==> src/rtl/rta_pkg.sv <==
package rta_pkg;

    localparam int TAG_W       = 16;
    localparam int STATUS_W    = 2;
    localparam int ID_BITS_DEF = 16;

    typedef enum logic [STATUS_W-1:0] {
        ST_GRANTED = 2'd0,
        ST_FULL    = 2'd1,
        ST_FREED   = 2'd2,
        ST_UNKNOWN = 2'd3
    } t_status;

    typedef enum logic {
        REQ_RESERVE = 1'b0,
        REQ_FREE    = 1'b1
    } t_req_type;

    typedef enum logic [1:0] {
        SM_FROM  = 2'd0,
        SM_ALL   = 2'd1,
        SM_BELOW = 2'd2
    } t_scan_mode;

    typedef enum logic [2:0] {
        S_CLEAR,
        S_IDLE,
        S_RD,
        S_SCAN,
        S_FCHK,
        S_DONE
    } t_state;

    // log2 of the map word width: 64-bit words, narrower for small tag spaces
    function automatic int word_log(input int id_bits);
        int r;
        if (id_bits >= 7) begin
            r = 6;
        end else begin
            r = id_bits - 1;
        end
        return r;
    endfunction

endpackage

==> src/rtl/rta_scan.sv <==
module rta_scan
    import rta_pkg::*;
#(
    parameter int WORD_LOG = 6
) (
    input  logic [(1<<WORD_LOG)-1:0] i_word,
    input  logic [WORD_LOG-1:0]      i_off,
    input  t_scan_mode               i_mode,
    output logic                     o_found,
    output logic [WORD_LOG-1:0]      o_idx
);

    localparam int WORD_BITS = 1 << WORD_LOG;

    logic [WORD_BITS-1:0] w_mask;
    logic [WORD_BITS-1:0] w_cand;

    always_comb begin
        for (int i = 0; i < WORD_BITS; i++) begin
            case (i_mode)
                SM_FROM:  w_mask[i] = (WORD_LOG'(i) >= i_off);
                SM_BELOW: w_mask[i] = (WORD_LOG'(i) < i_off);
                SM_ALL:   w_mask[i] = 1'b1;
                default:  w_mask[i] = 1'b0;
            endcase
        end
    end

    assign w_cand  = ~i_word & w_mask;
    assign o_found = |w_cand;

    // lowest free bit
    always_comb begin
        o_idx = '0;
        for (int i = WORD_BITS - 1; i >= 0; i--) begin
            if (w_cand[i]) begin
                o_idx = WORD_LOG'(i);
            end
        end
    end

endmodule

==> config.mk <==
export PLATFORM = sky130hd
export DESIGN_NAME = rta_scan
export DESIGN_NICKNAME = d
export VERILOG_FILES = /design/src/rtl/rta_pkg.sv /design/src/rtl/rta_scan.sv
export SDC_FILE = /design/constraint.sdc
export NUM_CORES = 1
export LEC_CHECK = 0
export BUFFER_PORTS_ARGS = -buffer_cell sky130_fd_sc_hd__buf_2
export CORE_MARGIN = 2
export CORE_UTILIZATION = 35
export DETAILED_ROUTE_END_ITERATION = 8
export GPL_ROUTABILITY_DRIVEN = 1
export GPL_TIMING_DRIVEN = 1
export PLACE_DENSITY_LB_ADDON = 0.15
export SETUP_SLACK_MARGIN = 0.1
export SLEW_MARGIN = 25
export SYNTH_ARGS = -nofsm -noshare
export SYNTH_HDL_FRONTEND = slang
export SYNTH_SLANG_ARGS = --single-unit
==> constraint.sdc <==
create_clock -name vclk -period 3.1
set_clock_uncertainty 0.05 [all_clocks]
set_input_delay 0.62 -clock vclk [all_inputs]
set_output_delay 0.62 -clock vclk [all_outputs]
set_load 0.005 [all_outputs]
==> flow_summary.yaml <==
route:
  routedWlPerCell_um: 19.1
  dr.pass1.iters: 5
  drc: 0
  dr_total_vias: 5789
  routed_wl_um: 18100
  ant_nets: 0
  vias_per_cell: 6.12
  drt_iter0_markers: 464
synth:
  synth.largest_area_cell: "a21oi_1"
  syn_nets: 649
  synth_top_area_share_pct: 7.04
  syn_avg_cell_area_um2: 6.41
  yosys_warnings: 0
  syn-cell-area_um2: 3700
  synth.distinct_cells: 82
  netlist_top_cells_area: "a21oi_1 7.0%, nor2_1 5.6%, o21ai_0 4.6%"
  seq_area_frac_synth_pct: 0
  synthCells: 577
floorplan:
  core_area_um2: 10300
  initial_core_util_pct: 36.0
  die-height_um: 107
  top_level_ports: 79
  fp.dieArea_um2: 11400
  rows: 37
  fp.dieW_um: 107
place:
  io_buffers: 79
  dpl.cell_count: 916
  pre_cts_slack_ps: -651
  gp_congestion: 0.993
  dp_hpwl_um: 14300
power:
  internal_power_mw: 0.490
  power.net_switching_mw: 0.512
  netSwitchingFraction_pct: 51.1
  clkPwrFrac_pct: 0
  powerDensity_nw_per_um2: 159
  combPwrFrac_pct: 100.0
  vdd_drop_max_uv: 58.6
  p_leak_nw: 2.75
  p_seq_share_pct: 0
global_route:
  antenna_found_initial: 0
  grt_first_pass_wirelength_um: 28600
  grt_pass1_vias: 5539
  grt_usage_pct: 31.0
  met3_usage_pct: 1.46
  grt_max_degree: 29
  top_usage_layer: "met2"
  overflow: 0
  grt_util_met1_pct: 38.0
  grt_use_met2_pct: 56.9
critical_path:
  cpPeakStageDelay_ps: 350
  path_cells: "buf_6 > buf_12 > and2_1 > a41oi_1 > buf_4 > a211oi_1 > o311ai_2 > nand4_1 > a311oi_2 > o2111ai_1 > nand3_1 > buf_2"
  cp-start-kind: "input port"
  worstSetupEndpointType: "primary output"
  crit_start: "i_off[3]"
  worstPathMaxFanout: 7
  crit_type: "in2out"
  worst_ep_arrival_time_ps: 2880
  worstPathRequired_ps: 2430
  slowest_stage: "o311ai_2"
sta:
  worst_pin_slew_ps: 490
  setup_violations: 7
  fin_crit_sh_pct: 115
  rsz0062_at_grt: "yes"
  slew_headroom_pct: 66.9
  timing.final.ws_setup_ps: -454
  max_freq_ghz: 0.281
  hold_violations: 0
  period_minus_slack_ps: 3550
  final-max-slew-violation-count: 0
hold_path:
  min_path_cells: 5
  hold_class: "in2out"
  min_to: "o_idx[0]"
  hp-start: "i_word[25]"
finish:
  nNetsFinal: 884
  antennaDiodeCount: 0
  drive_gt1_share_pct: 48.8
  ff_latch_area_um2: 0
  flops_and_latches: 0
  final_cell_count_no_fill: 946
  syn_to_final_growth_pct: 70.0
  fillers: 991
  clock_buffers: 0
clocking:
  cts_hold_buf: 0
flow_run:
  maxCapViolCount: 0
run_status:
  violations: "negative setup slack"
  outcome: "finished with violations"
==> stage by stage <==
step | instance area (um^2) | power, mW | hold slack, ps | setup TNS (ps) | util (%)
3_5_place_dp | 5370 | 0.829 | 1750 | -3500 | 52.3
3_3_place_gp | 5370 | 0.819 | 1760 | -3300 | 52.3
6_report | 6290 | 1.00 | 1780 | -2280 | 61.2
5_1_grt | 6290 | 1.07 | 1790 | -2840 | 61.2
4_1_cts | 6050 | 0.942 | 1750 | -2170 | 58.9
2_1_floorplan | 3790 | 0.455 | 1430 | 0 | -
==> repair_timing <==
| item | in CTS | in global routing |
|---|---|---|
| buffers inserted | 21 | 7 |
| cloned | 2 | 0 |
| setup endpoints to repair | 7 | 7 |
| resized for setup | 109 | 41 |
| pin swaps | 38 | 34 |
==> worst max path at each step <==
stage          endpoint  slack [ps]  depth (start not counted)
2_1_floorplan   o_found          90                          9
3_3_place_gp   o_idx[0]        -660                         12
3_5_place_dp   o_idx[0]        -650                         13
4_1_cts        o_idx[0]        -420                         12
5_1_grt        o_idx[0]        -490                         12
6_report       o_idx[0]        -450                         12
==> cells in the final DEF (no fill, tap or decap), types with 11 or more instances in the layout <==
cell type,n
buf_2,72
nor3_1,17
o21ai_1,11
buf_4,176
nand2_1,26
a21oi_1,41
xnor2_1,18
inv_1,31
o21ai_0,22
nand3_1,13
nor2_1,51
a31oi_1,13
o211ai_1,11
buf_6,22
==> synthesized netlist by cell type (5+ instances only) <==
cell type,instances
nor2_1,55
a21oi_1,52
o21ai_0,34
inv_1,32
buf_2,29
nand2_1,26
nor3_1,23
xnor2_1,18
nor2b_1,16
a31oi_1,14
nand3_1,14
nand2b_1,12
buf_4,11
o211ai_1,11
a211o_1,10
o221ai_1,10
and2_1,9
and3_1,9
a211oi_1,8
o21a_1,7
o22ai_1,7
or3_1,7
a221oi_1,6
a22oi_1,6
a41oi_1,6
nand4_1,6
o31ai_1,6
a21o_1,5
a221o_1,5
buf_1,5
mux2i_1,5
nor4_1,5
or2_2,5
==> routing by layer <==
layer	up-vias	routed length [um]
li1	2708	-
met1	2804	7520
met2	218	8910
met3	59	770
met4	0	911
met5	-	0
==> critical path, delay by kind of cell <==
kind                   cells  cell delay (ps)
buffers and inverters      4              550
and+or+nand+nor            3              480
AOI/OAI and AO/OA          5             1230
==> power groups by stage <==
| stage | logic, mW | clock network [mW] | registers, mW |
|---|---|---|---|
| after CTS | 0.942 | 0 | 0 |
| after detailed placement | 0.829 | 0 | 0 |
| after floorplan | 0.455 | 0 | 0 |
| final | 1.00 | 0 | 0 |
| after global routing | 1.07 | 0 | 0 |
| after global placement | 0.819 | 0 | 0 |
==> layout make-up <==
cell class / instances / area [um^2] / area share, %
multi-input cells: 494 / 3790 / 60.3
repair buffers: 284 / 2200 / 35.1
inverters: 32 / 120 / 1.91
well taps: 136 / 170 / 2.71
==> kinds of logic after synthesis <==
logic type	share of synthesized area, %
simple gates	34.1
fa+ha+maj	0.541
compound gates	47.7
mux	2.27
buf+inv	11.1
xor+xnor	4.26
(Power assumes the default switching activity.)
